`src/rtl/core/dq_pkg.sv`:
```
// types, constants and command structs shared by the double-ended queue
// controller, datapath and top level
// no dependencies
package dq_pkg;

    localparam int CAPACITY   = 64;
    localparam int DATA_WIDTH = 32;
    localparam int ADDR_W     = $clog2(CAPACITY);
    localparam int CNT_W      = $clog2(CAPACITY + 1);
    localparam int KIND_W     = 3;
    localparam int WORD_W     = 32;
    localparam int POS_W      = 7;
    localparam int STATUS_W   = 2;
    localparam int LEN_W      = 7;
    localparam int CMP_W      = (CNT_W > POS_W) ? CNT_W : POS_W;

    localparam int S_TUSER_W  = KIND_W;
    localparam int S_TDATA_W  = ((WORD_W + POS_W + 7) / 8) * 8;
    localparam int M_TUSER_W  = STATUS_W;
    localparam int M_TDATA_W  = ((3 * WORD_W + LEN_W + 1 + 7) / 8) * 8;

    typedef enum logic [KIND_W-1:0] {
        K_PUSH_FRONT = 3'd0,
        K_PUSH_BACK  = 3'd1,
        K_POP_FRONT  = 3'd2,
        K_POP_BACK   = 3'd3,
        K_READ_AT    = 3'd4,
        K_INSERT_AT  = 3'd5,
        K_ERASE_AT   = 3'd6,
        K_CLEAR      = 3'd7
    } kind_t;

    typedef enum logic [STATUS_W-1:0] {
        ST_OK    = 2'd0,
        ST_EMPTY = 2'd1,
        ST_FULL  = 2'd2,
        ST_RANGE = 2'd3
    } status_t;

    typedef enum logic [3:0] {
        S_IDLE,
        S_CHECK,
        S_CAPTURE,
        S_INS_RD,
        S_INS_WR,
        S_ERS_RD,
        S_ERS_WR,
        S_FETCH,
        S_FRONT,
        S_BACK,
        S_DONE
    } state_t;

    // write address select
    typedef enum logic [1:0] {
        WS_FRONT_NEW = 2'd0,
        WS_TAIL      = 2'd1,
        WS_POS       = 2'd2,
        WS_IDX       = 2'd3
    } wsel_t;

    // read address select
    typedef enum logic [2:0] {
        RS_FRONT = 3'd0,
        RS_LAST  = 3'd1,
        RS_POS   = 3'd2,
        RS_PREV  = 3'd3,
        RS_NEXT  = 3'd4
    } rsel_t;

    typedef enum logic [1:0] {
        HD_KEEP = 2'd0,
        HD_DEC  = 2'd1,
        HD_INC  = 2'd2,
        HD_ZERO = 2'd3
    } head_op_t;

    typedef enum logic [1:0] {
        CN_KEEP = 2'd0,
        CN_INC  = 2'd1,
        CN_DEC  = 2'd2,
        CN_ZERO = 2'd3
    } cnt_op_t;

    typedef enum logic [1:0] {
        IX_KEEP = 2'd0,
        IX_DEC  = 2'd1,
        IX_INC  = 2'd2
    } idx_op_t;

    typedef struct packed {
        logic     load_op;
        logic     start;
        logic     wr_en;
        wsel_t    wr_sel;
        logic     rd_en;
        rsel_t    rd_sel;
        head_op_t head_op;
        cnt_op_t  cnt_op;
        idx_op_t  idx_op;
        logic     cap_got;
        logic     cap_front;
        logic     cap_back;
        logic     zero_ends;
        logic     load_out;
    } cmd_t;

    typedef struct packed {
        kind_t kind;
        logic  ok;
        logic  idx_at_pos;
        logic  erase_done;
        logic  cnt_zero;
        logic  out_busy;
    } stat_t;

endpackage

```
`src/rtl/core/dq_ram.sv`:
```
// generic single-write, single-read memory with registered read data
// no dependencies
module dq_ram #(
    parameter int WIDTH = 32,
    parameter int DEPTH = 64
) (
    input  logic                     clk,
    input  logic                     wr_en,
    input  logic [$clog2(DEPTH)-1:0] wr_addr,
    input  logic [WIDTH-1:0]         wr_data,
    input  logic                     rd_en,
    input  logic [$clog2(DEPTH)-1:0] rd_addr,
    output logic [WIDTH-1:0]         rd_data
);

    logic [WIDTH-1:0] mem [DEPTH];

    always_ff @(posedge clk)
    begin
        if (wr_en)
        begin
            mem[wr_addr] <= wr_data;
        end
        if (rd_en)
        begin
            rd_data <= mem[rd_addr];
        end
    end

endmodule

```
`src/rtl/core/dq_datapath.sv`:
```
// datapath of the double-ended queue: operand, pointer and result registers
// and the entry store; depends on dq_pkg and dq_ram
module dq_datapath (
    input  logic                           clk,
    input  logic                           rst_n,
    input  dq_pkg::cmd_t                   cmd,
    output dq_pkg::stat_t                  stat,
    input  logic [dq_pkg::KIND_W-1:0]      in_kind,
    input  logic [dq_pkg::WORD_W-1:0]      in_value,
    input  logic [dq_pkg::POS_W-1:0]       in_position,
    input  logic                           out_ready,
    output logic                           out_valid,
    output logic [dq_pkg::STATUS_W-1:0]    out_status,
    output logic [dq_pkg::WORD_W-1:0]      out_read,
    output logic [dq_pkg::WORD_W-1:0]      out_front,
    output logic [dq_pkg::WORD_W-1:0]      out_back,
    output logic [dq_pkg::LEN_W-1:0]       out_length,
    output logic                           out_empty
);

    import dq_pkg::*;

    kind_t                 kind_reg;
    logic [DATA_WIDTH-1:0] val_reg;
    logic [POS_W-1:0]      pos_reg;
    logic [ADDR_W-1:0]     head_reg, head_next;
    logic [CNT_W-1:0]      count_reg, count_next;
    logic [CNT_W-1:0]      idx_reg, idx_next;
    status_t               st_reg, st_calc;
    logic [WORD_W-1:0]     got_reg, front_reg, back_reg;
    logic                  out_valid_reg;
    status_t               out_status_reg;
    logic [WORD_W-1:0]     out_read_reg, out_front_reg, out_back_reg;
    logic [LEN_W-1:0]      out_length_reg;
    logic                  out_empty_reg;

    logic [ADDR_W-1:0]     wr_addr, rd_addr, head_m1, head_p1;
    logic [DATA_WIDTH-1:0] wr_data, rd_data;
    logic [CMP_W-1:0]      pos_c, cnt_c;

    function automatic logic [ADDR_W-1:0] slot(input logic [ADDR_W-1:0] hd,
                                               input logic [CNT_W-1:0] lg);
        logic [CNT_W:0] sum;
        begin
            sum = (CNT_W+1)'(hd) + (CNT_W+1)'(lg);
            if (sum >= (CNT_W+1)'(CAPACITY))
            begin
                sum = sum - (CNT_W+1)'(CAPACITY);
            end
            return ADDR_W'(sum);
        end
    endfunction

    assign pos_c   = CMP_W'(pos_reg);
    assign cnt_c   = CMP_W'(count_reg);
    assign head_m1 = (head_reg == '0) ? ADDR_W'(CAPACITY - 1) : head_reg - ADDR_W'(1);
    assign head_p1 = (head_reg == ADDR_W'(CAPACITY - 1)) ? '0 : head_reg + ADDR_W'(1);

    // status of the pending operation
    always_comb
    begin
        st_calc = ST_OK;
        unique case (kind_reg)
            K_PUSH_FRONT, K_PUSH_BACK:
            begin
                if (count_reg == CNT_W'(CAPACITY))
                begin
                    st_calc = ST_FULL;
                end
            end
            K_POP_FRONT, K_POP_BACK:
            begin
                if (count_reg == '0)
                begin
                    st_calc = ST_EMPTY;
                end
            end
            K_READ_AT:
            begin
                priority if (count_reg == '0)
                begin
                    st_calc = ST_EMPTY;
                end
                else if (pos_c >= cnt_c)
                begin
                    st_calc = ST_RANGE;
                end
                else
                begin
                    st_calc = ST_OK;
                end
            end
            K_INSERT_AT:
            begin
                priority if (pos_c > cnt_c)
                begin
                    st_calc = ST_RANGE;
                end
                else if (count_reg == CNT_W'(CAPACITY))
                begin
                    st_calc = ST_FULL;
                end
                else
                begin
                    st_calc = ST_OK;
                end
            end
            K_ERASE_AT:
            begin
                if (pos_c >= cnt_c)
                begin
                    st_calc = ST_RANGE;
                end
            end
            K_CLEAR:
            begin
                st_calc = ST_OK;
            end
            default:
            begin
                st_calc = ST_OK;
            end
        endcase
    end

    // store addressing
    always_comb
    begin
        unique case (cmd.wr_sel)
            WS_FRONT_NEW: wr_addr = head_m1;
            WS_TAIL:      wr_addr = slot(head_reg, count_reg);
            WS_POS:       wr_addr = slot(head_reg, CNT_W'(pos_reg));
            WS_IDX:       wr_addr = slot(head_reg, idx_reg);
            default:      wr_addr = head_reg;
        endcase
        unique case (cmd.rd_sel)
            RS_FRONT: rd_addr = head_reg;
            RS_LAST:  rd_addr = slot(head_reg, count_reg - CNT_W'(1));
            RS_POS:   rd_addr = slot(head_reg, CNT_W'(pos_reg));
            RS_PREV:  rd_addr = slot(head_reg, idx_reg - CNT_W'(1));
            RS_NEXT:  rd_addr = slot(head_reg, idx_reg + CNT_W'(1));
            default:  rd_addr = head_reg;
        endcase
    end

    assign wr_data = (cmd.wr_sel == WS_IDX) ? rd_data : val_reg;

    dq_ram #(
        .WIDTH (DATA_WIDTH),
        .DEPTH (CAPACITY)
    ) u_store (
        .clk     (clk),
        .wr_en   (cmd.wr_en),
        .wr_addr (wr_addr),
        .wr_data (wr_data),
        .rd_en   (cmd.rd_en),
        .rd_addr (rd_addr),
        .rd_data (rd_data)
    );

    // pointer, count and shift index
    always_comb
    begin
        unique case (cmd.head_op)
            HD_KEEP: head_next = head_reg;
            HD_DEC:  head_next = head_m1;
            HD_INC:  head_next = head_p1;
            HD_ZERO: head_next = '0;
            default: head_next = head_reg;
        endcase
        unique case (cmd.cnt_op)
            CN_KEEP: count_next = count_reg;
            CN_INC:  count_next = count_reg + CNT_W'(1);
            CN_DEC:  count_next = count_reg - CNT_W'(1);
            CN_ZERO: count_next = '0;
            default: count_next = count_reg;
        endcase
        if (cmd.start)
        begin
            idx_next = (kind_reg == K_INSERT_AT) ? count_reg : CNT_W'(pos_reg);
        end
        else
        begin
            unique case (cmd.idx_op)
                IX_KEEP: idx_next = idx_reg;
                IX_DEC:  idx_next = idx_reg - CNT_W'(1);
                IX_INC:  idx_next = idx_reg + CNT_W'(1);
                default: idx_next = idx_reg;
            endcase
        end
    end

    always_ff @(posedge clk or negedge rst_n)
    begin
        if (!rst_n)
        begin
            head_reg      <= '0;
            count_reg     <= '0;
            idx_reg       <= '0;
            out_valid_reg <= 1'b0;
        end
        else
        begin
            head_reg  <= head_next;
            count_reg <= count_next;
            idx_reg   <= idx_next;
            if (cmd.load_out)
            begin
                out_valid_reg <= 1'b1;
            end
            else if (out_ready)
            begin
                out_valid_reg <= 1'b0;
            end
        end
    end

    // operand and result registers
    always_ff @(posedge clk)
    begin
        if (cmd.load_op)
        begin
            kind_reg <= kind_t'(in_kind);
            val_reg  <= DATA_WIDTH'(in_value);
            pos_reg  <= in_position;
        end
        if (cmd.start)
        begin
            st_reg  <= st_calc;
            got_reg <= '0;
        end
        if (cmd.cap_got)
        begin
            got_reg <= WORD_W'(rd_data);
        end
        if (cmd.zero_ends)
        begin
            front_reg <= '0;
            back_reg  <= '0;
        end
        if (cmd.cap_front)
        begin
            front_reg <= WORD_W'(rd_data);
        end
        if (cmd.cap_back)
        begin
            back_reg <= WORD_W'(rd_data);
        end
        if (cmd.load_out)
        begin
            out_status_reg <= st_reg;
            out_read_reg   <= got_reg;
            out_front_reg  <= front_reg;
            out_back_reg   <= back_reg;
            out_length_reg <= LEN_W'(count_reg);
            out_empty_reg  <= (count_reg == '0);
        end
    end

    assign stat.kind       = kind_reg;
    assign stat.ok         = (st_calc == ST_OK);
    assign stat.idx_at_pos = (CMP_W'(idx_reg) == pos_c);
    assign stat.erase_done = ((CNT_W+1)'(idx_reg) + (CNT_W+1)'(1)) >= (CNT_W+1)'(count_reg);
    assign stat.cnt_zero   = (count_reg == '0);
    assign stat.out_busy   = out_valid_reg && !out_ready;

    assign out_valid  = out_valid_reg;
    assign out_status = out_status_reg;
    assign out_read   = out_read_reg;
    assign out_front  = out_front_reg;
    assign out_back   = out_back_reg;
    assign out_length = out_length_reg;
    assign out_empty  = out_empty_reg;

endmodule

```
`src/rtl/core/dq_ctrl.sv`:
```
// controller state machine of the double-ended queue: sequences checks,
// shifts and end-value fetches; depends on dq_pkg
module dq_ctrl (
    input  logic          clk,
    input  logic          rst_n,
    input  logic          in_valid,
    output logic          in_ready,
    input  dq_pkg::stat_t stat,
    output dq_pkg::cmd_t  cmd
);

    import dq_pkg::*;

    state_t state_reg, state_next;

    always_ff @(posedge clk or negedge rst_n)
    begin
        if (!rst_n)
        begin
            state_reg <= S_IDLE;
        end
        else
        begin
            state_reg <= state_next;
        end
    end

    always_comb
    begin
        state_next = state_reg;
        cmd        = '0;
        in_ready   = 1'b0;
        unique case (state_reg)
            S_IDLE:
            begin
                in_ready = 1'b1;
                if (in_valid)
                begin
                    cmd.load_op = 1'b1;
                    state_next  = S_CHECK;
                end
            end
            S_CHECK:
            begin
                cmd.start  = 1'b1;
                state_next = S_FETCH;
                if (stat.ok)
                begin
                    unique case (stat.kind)
                        K_PUSH_FRONT:
                        begin
                            cmd.wr_en   = 1'b1;
                            cmd.wr_sel  = WS_FRONT_NEW;
                            cmd.head_op = HD_DEC;
                            cmd.cnt_op  = CN_INC;
                        end
                        K_PUSH_BACK:
                        begin
                            cmd.wr_en  = 1'b1;
                            cmd.wr_sel = WS_TAIL;
                            cmd.cnt_op = CN_INC;
                        end
                        K_POP_FRONT:
                        begin
                            cmd.rd_en  = 1'b1;
                            cmd.rd_sel = RS_FRONT;
                            state_next = S_CAPTURE;
                        end
                        K_POP_BACK:
                        begin
                            cmd.rd_en  = 1'b1;
                            cmd.rd_sel = RS_LAST;
                            state_next = S_CAPTURE;
                        end
                        K_READ_AT:
                        begin
                            cmd.rd_en  = 1'b1;
                            cmd.rd_sel = RS_POS;
                            state_next = S_CAPTURE;
                        end
                        K_INSERT_AT:
                        begin
                            state_next = S_INS_RD;
                        end
                        K_ERASE_AT:
                        begin
                            state_next = S_ERS_RD;
                        end
                        K_CLEAR:
                        begin
                            cmd.head_op = HD_ZERO;
                            cmd.cnt_op  = CN_ZERO;
                        end
                        default:
                        begin
                            state_next = S_FETCH;
                        end
                    endcase
                end
            end
            S_CAPTURE:
            begin
                cmd.cap_got = 1'b1;
                if (stat.kind == K_POP_FRONT)
                begin
                    cmd.head_op = HD_INC;
                    cmd.cnt_op  = CN_DEC;
                end
                else if (stat.kind == K_POP_BACK)
                begin
                    cmd.cnt_op = CN_DEC;
                end
                state_next = S_FETCH;
            end
            S_INS_RD:
            begin
                if (stat.idx_at_pos)
                begin
                    cmd.wr_en  = 1'b1;
                    cmd.wr_sel = WS_POS;
                    cmd.cnt_op = CN_INC;
                    state_next = S_FETCH;
                end
                else
                begin
                    cmd.rd_en  = 1'b1;
                    cmd.rd_sel = RS_PREV;
                    state_next = S_INS_WR;
                end
            end
            S_INS_WR:
            begin
                cmd.wr_en  = 1'b1;
                cmd.wr_sel = WS_IDX;
                cmd.idx_op = IX_DEC;
                state_next = S_INS_RD;
            end
            S_ERS_RD:
            begin
                if (stat.erase_done)
                begin
                    cmd.cnt_op = CN_DEC;
                    state_next = S_FETCH;
                end
                else
                begin
                    cmd.rd_en  = 1'b1;
                    cmd.rd_sel = RS_NEXT;
                    state_next = S_ERS_WR;
                end
            end
            S_ERS_WR:
            begin
                cmd.wr_en  = 1'b1;
                cmd.wr_sel = WS_IDX;
                cmd.idx_op = IX_INC;
                state_next = S_ERS_RD;
            end
            S_FETCH:
            begin
                if (stat.cnt_zero)
                begin
                    cmd.zero_ends = 1'b1;
                    state_next    = S_DONE;
                end
                else
                begin
                    cmd.rd_en  = 1'b1;
                    cmd.rd_sel = RS_FRONT;
                    state_next = S_FRONT;
                end
            end
            S_FRONT:
            begin
                cmd.cap_front = 1'b1;
                cmd.rd_en     = 1'b1;
                cmd.rd_sel    = RS_LAST;
                state_next    = S_BACK;
            end
            S_BACK:
            begin
                cmd.cap_back = 1'b1;
                state_next   = S_DONE;
            end
            S_DONE:
            begin
                if (!stat.out_busy)
                begin
                    cmd.load_out = 1'b1;
                    state_next   = S_IDLE;
                end
            end
            default:
            begin
                state_next = S_IDLE;
            end
        endcase
    end

endmodule

```
`src/rtl/core/double_ended_queue.sv`:
```
// double-ended queue top level: stream ports, controller and datapath
// depends on dq_pkg, dq_ctrl, dq_datapath
// every item passes the check, end-value fetch and done states; pops and read_at add a
// capture state, insert_at and erase_at their shift states with a read and a write per
// entry moved; the front and back reads are skipped when the store ends empty
// a new item is taken only in the idle state, after the last one is done; one store read and write per cycle
// the output register holds a result while the next transfer is taken
// reset clears the head pointer, count and handshakes; entries are undefined
module double_ended_queue (
    input  logic                         clk,
    input  logic                         rst_n,
    input  logic                         s_axis_tvalid,
    output logic                         s_axis_tready,
    input  logic [dq_pkg::S_TDATA_W-1:0] s_axis_tdata,  // value, position
    input  logic [dq_pkg::S_TUSER_W-1:0] s_axis_tuser,  // kind
    output logic                         m_axis_tvalid,
    input  logic                         m_axis_tready,
    // read_value, front_value, back_value, length, is_empty
    output logic [dq_pkg::M_TDATA_W-1:0] m_axis_tdata,
    output logic [dq_pkg::M_TUSER_W-1:0] m_axis_tuser   // status
);

    import dq_pkg::*;

    cmd_t                cmd;
    stat_t               stat;
    logic [STATUS_W-1:0] out_status;
    logic [WORD_W-1:0]   out_read, out_front, out_back;
    logic [LEN_W-1:0]    out_length;
    logic                out_empty;

    dq_ctrl u_ctrl (
        .clk      (clk),
        .rst_n    (rst_n),
        .in_valid (s_axis_tvalid),
        .in_ready (s_axis_tready),
        .stat     (stat),
        .cmd      (cmd)
    );

    dq_datapath u_dp (
        .clk         (clk),
        .rst_n       (rst_n),
        .cmd         (cmd),
        .stat        (stat),
        .in_kind     (s_axis_tuser[KIND_W-1:0]),
        .in_value    (s_axis_tdata[WORD_W-1:0]),
        .in_position (s_axis_tdata[WORD_W+POS_W-1:WORD_W]),
        .out_ready   (m_axis_tready),
        .out_valid   (m_axis_tvalid),
        .out_status  (out_status),
        .out_read    (out_read),
        .out_front   (out_front),
        .out_back    (out_back),
        .out_length  (out_length),
        .out_empty   (out_empty)
    );

    assign m_axis_tdata = M_TDATA_W'({out_empty, out_length, out_back, out_front, out_read});
    assign m_axis_tuser = out_status;

    a_empty_flag: assert property (@(posedge clk) disable iff (!rst_n)
        m_axis_tvalid |-> (out_empty == (out_length == '0)))
        else $error("empty flag disagrees with length");

    a_full_len: assert property (@(posedge clk) disable iff (!rst_n)
        (m_axis_tvalid && out_status == ST_FULL) |-> (out_length == LEN_W'(CAPACITY)))
        else $error("full status with store not full");

    a_empty_st: assert property (@(posedge clk) disable iff (!rst_n)
        (m_axis_tvalid && out_status == ST_EMPTY) |-> out_empty)
        else $error("empty status with entries stored");

    a_one_item: assert property (@(posedge clk) disable iff (!rst_n)
        (s_axis_tvalid && s_axis_tready) |=> !s_axis_tready)
        else $error("transfer taken while an item is in progress");

endmodule

```
`config.mk`:
```
export PLATFORM = sky130hd
export DESIGN_NAME = double_ended_queue
export DESIGN_NICKNAME = d
export VERILOG_FILES = /design/src/rtl/core/dq_pkg.sv /design/src/rtl/core/dq_ram.sv /design/src/rtl/core/dq_datapath.sv /design/src/rtl/core/dq_ctrl.sv /design/src/rtl/core/double_ended_queue.sv
export SDC_FILE = /design/constraint.sdc
export NUM_CORES = 2
export LEC_CHECK = 0
export BUFFER_PORTS_ARGS = -buffer_cell sky130_fd_sc_hd__buf_2
export CAP_MARGIN = 20
export CORE_ASPECT_RATIO = 1.75
export CORE_MARGIN = 2
export CORE_UTILIZATION = 63
export DETAILED_ROUTE_END_ITERATION = 8
export GPL_TIMING_DRIVEN = 0
export MAX_ROUTING_LAYER = met4
export PLACE_DENSITY_LB_ADDON = 0.15
export SLEW_MARGIN = 5
export SYNTH_ARGS = -nofsm -noshare
export SYNTH_HDL_FRONTEND = slang
export SYNTH_SLANG_ARGS = --single-unit
```
`constraint.sdc`:
```
create_clock -name clk -period 10.6 [get_ports clk]
set_input_delay 1.06 -clock clk [delete_from_list [all_inputs] [get_ports clk]]
set_output_delay 1.06 -clock clk [all_outputs]
set_load 0.01 [all_outputs]
```
==> impl_results.md <==
- Outcome: completed
- Crit end category: flip-flop
- Hold Crit Class: input pin to async pin
- Largest area contributor in the synthesized netlist: edfxtp_1
- EDFF count, synth: 2326
- Max-slew headroom: under 10%
- Worst-Skew Late Latency: 0.91 ns
- Fillers: approximately 8900
- Most frequent CP cell: clkbuf_1
- Sequential standard cell area: about 70000 sq um
- CTS Hold Bufs: 0
- Avg WL per Cell: about 41 um
- Largest reg by FF count: u_dp.u_store.mem
- Data required, critical path: ~11 ns
- H-tree levels: 4
- Post-place setup slack: around 1.1 ns
- RSZ-0062 raised after global routing: false
- Core area: between 100000 and 150000 sq um
- PortBufs: about 150
- Largest fanout on the critical path: 10
- Post-DRT Antenna Nets: 0
- Final hold viol count: 0
- Crit Reg-Reg Endpoint: u_dp.u_store.rd_data[11]
- Max reg flops: ~2000
- Startpoint types: flip-flop
- Worst path arrival time: around 11 ns
- Worst clock skew: roughly 0.074 ns
- Worst r2r src: u_dp.idx_reg[3]
- Number of synthesized register bits: about 2400
- Worst-margin pin slew: roughly 1.4 ns
- Worst reg2reg path depth: 23
- Via Count: roughly 64000
- Yosys top cell area share: 75.0%
- Routability-driven placement congestion ratio: between 1 and 1.5
- Max frequency: about 100 MHz
- Fin cells: 8973
- Resized cells post-CTS: 0
- R2R Setup Slk: approximately 0.63 ns
- Clock Path Buffers: 3
- Crit path kind: flip-flop to flip-flop
- Largest net degree at the start of global routing: 65
- Top FF cell, synth: edfxtp_1
- # rows: between 150 and 200
- # placed instances: around 8600
- Commonest cells after routing, fill and taps aside: 2326 x edfxtp_1, 1194 x nand2_1, 354 x nand3_1
- Critical-path cell list: clkbuf_1 -> and3_1 -> clkbuf_1 -> nand3_1 -> xnor2_1 -> ha_1 -> o2111ai_1 -> o21a_1 -> a31oi_2 -> nor2_1 -> a21oi_1 -> ha_1 -> fa_1 -> a21oi_1 -> o21ai_1 -> nand2_1 -> clkbuf_1 -> clkbuf_1 -> clkbuf_1 -> nand3_1 -> a31oi_1 -> o22ai_1 -> a211o_1
- Mapped Cells: 6290
- First-pass GRT wire length: between 400 and 500 mm
- Commonest non-fill, non-tap cell in the layout: edfxtp_1
- Final HPWL DP: approximately 260 mm
- Synth cell types: 78
- Clk sink count: between 2000 and 2500
- Layout area overhead: 14.9%
- Pins Over Slew Limit: 0
- Die area: between 150000 and 200000 sq um
- Io pins: 155
- End-of-flow core utilization: between 70% and 80%
- Layout cells sized above 1: between 10 and 15%
- Reg clk slew, reported paths: 0.07 ns
- # nets final: 6904
- Chip width: 295 um
- Area of the multi-input gates: 21800 sq um
- Pre-antenna DRT Iters: 9
- GRT Overall Usage: 51.0%
- CP peak stage delay: between 1 and 1.5 ns
- CTS tree: done
- Die Y-Extent: about 510 um
- Root Driver: clkbuf_16
- Sequential fraction of the synthesis area: 75.7%
- Max_cap viols: 0
- Final setup fails: 0
- Initial antenna violation count: 35
- Final worst slack: roughly 0.63 ns
- CP max stage cell: a31oi_1
- WP buf/inv: 5
- Global route total overflow: 0
- Wirelength, routed: approximately 370 mm
- Synthesized net count: about 6400
- Ys async rst share: approximately 1.1%
- Vias in the first global route: 61300
- Stages on worst setup path: 23
- CP top delay family: compound AO/OA/AOI/OAI gates
- DRC: 0
- Initial core utilization: about 63%
- Synthesized area per cell: ~15 sq um
- Cts bufs inserted: between 150 and 200
- DRT iter0 DRCs: about 12000
- Tcrit/Tclk final: ~94%
- Top cells by area in the synthesized netlist: edfxtp_1 75%, nand2_1 4.9%, a211oi_1 2.3%, mux2i_1 2.2%, nand3_1 1.9%
- Min cycle time layout: between 9 and 10 ns
- Postcts setup bufs: 0
- Vias per inst: about 7.1
- Synthesized cell area: slightly above 90000 sq um
- YS warnings: 0
==> layout make-up <==
cell class | instances | area share [%]
plain buffers | 409 | 1.64
repair buffers | 333 | 3.65
diodes | 16 | 0.0374
flip-flops and latches | 2351 | 65.9
inverters | 22 | 0.0772
clock inverters | 141 | 1.40
clock buffers | 219 | 4.65
multi-input cells | 3508 | 20.4
well taps | 1974 | 2.31
==> layer usage <==
metal  routed length [um]  GRT usage [%]
met3                44600           12.5
met1               104000           52.7
met5                    0              -
met4                51700           53.1
met2               170000           77.1
==> logic make-up after synthesis <==
family          count (synthesis)  share of synthesized area (%)
simple gates                 2085                           9.89
mux                           270                           3.77
fa+ha+maj                      38                          0.535
buf+inv                       431                           1.96
xor+xnor                       40                          0.376
compound gates               1075                           7.79
flops                        2351                           75.7
==> synth_stat cells, drive strengths merged (9+ instances only) <==
cell type and instances:
ha 35, a2111oi 53, inv 21, dfrtp 25, clkbuf 268, a22oi 21, mux2i 204, nor2 135
a21oi 270, xor2 22, nor3 22, o2111ai 9, nand3 354, and3 172, nand2 1228, a211oi 284
o221ai 12, buf 141, o22ai 55, nand4 25, xnor2 18, nand2b 13, a211o 28, edfxtp 2326
o21ai 59, or3 10, mux4 64, a221oi 26, a21o 11, a31oi 166, a32oi 32, and2 104
==> worst reg2reg max path, delay by kind of cell, from the launching register on <==
kind / cells / cell delay, ns
fa+ha+maj: 3 / 1.04
xor+xnor: 1 / 0.16
flops: 1 / 0.37
buf+inv: 5 / 3.04
compound gates: 9 / 3.82
simple gates: 5 / 1.27
==> stage by stage <==
stage | area [sq um] | TNS, ns | hold WS [ns]
after floorplan | 93100 | 0 | 0.400
after global placement | 96400 | -97.69 | 0.402
after detailed placement | 100000 | 0 | 0.405
after CTS | 107000 | 0 | 0.235
after global routing | 107000 | 0 | 0.269
final | 107000 | 0 | 0.238
==> worst max-delay path by stage <==
stage	start	to	slack, ns
6_report	u_dp.idx_reg[3]	u_dp.u_store.rd_data[11]	0.63
5_1_grt	u_dp.idx_reg[3]	u_dp.u_store.rd_data[11]	0.63
4_1_cts	u_dp.idx_reg[3]	u_dp.u_store.rd_data[11]	1.14
3_5_place_dp	u_dp.idx_reg[3]	u_dp.u_store.rd_data[11]	1.13
3_3_place_gp	m_axis_tready	u_dp.out_read[5]	-0.94
2_1_floorplan	m_axis_tready	u_dp.out_back[0]	0.99
Power is not shown: default switching activity piles up to over one toggle a cycle in this logic, so the estimate is an artifact.
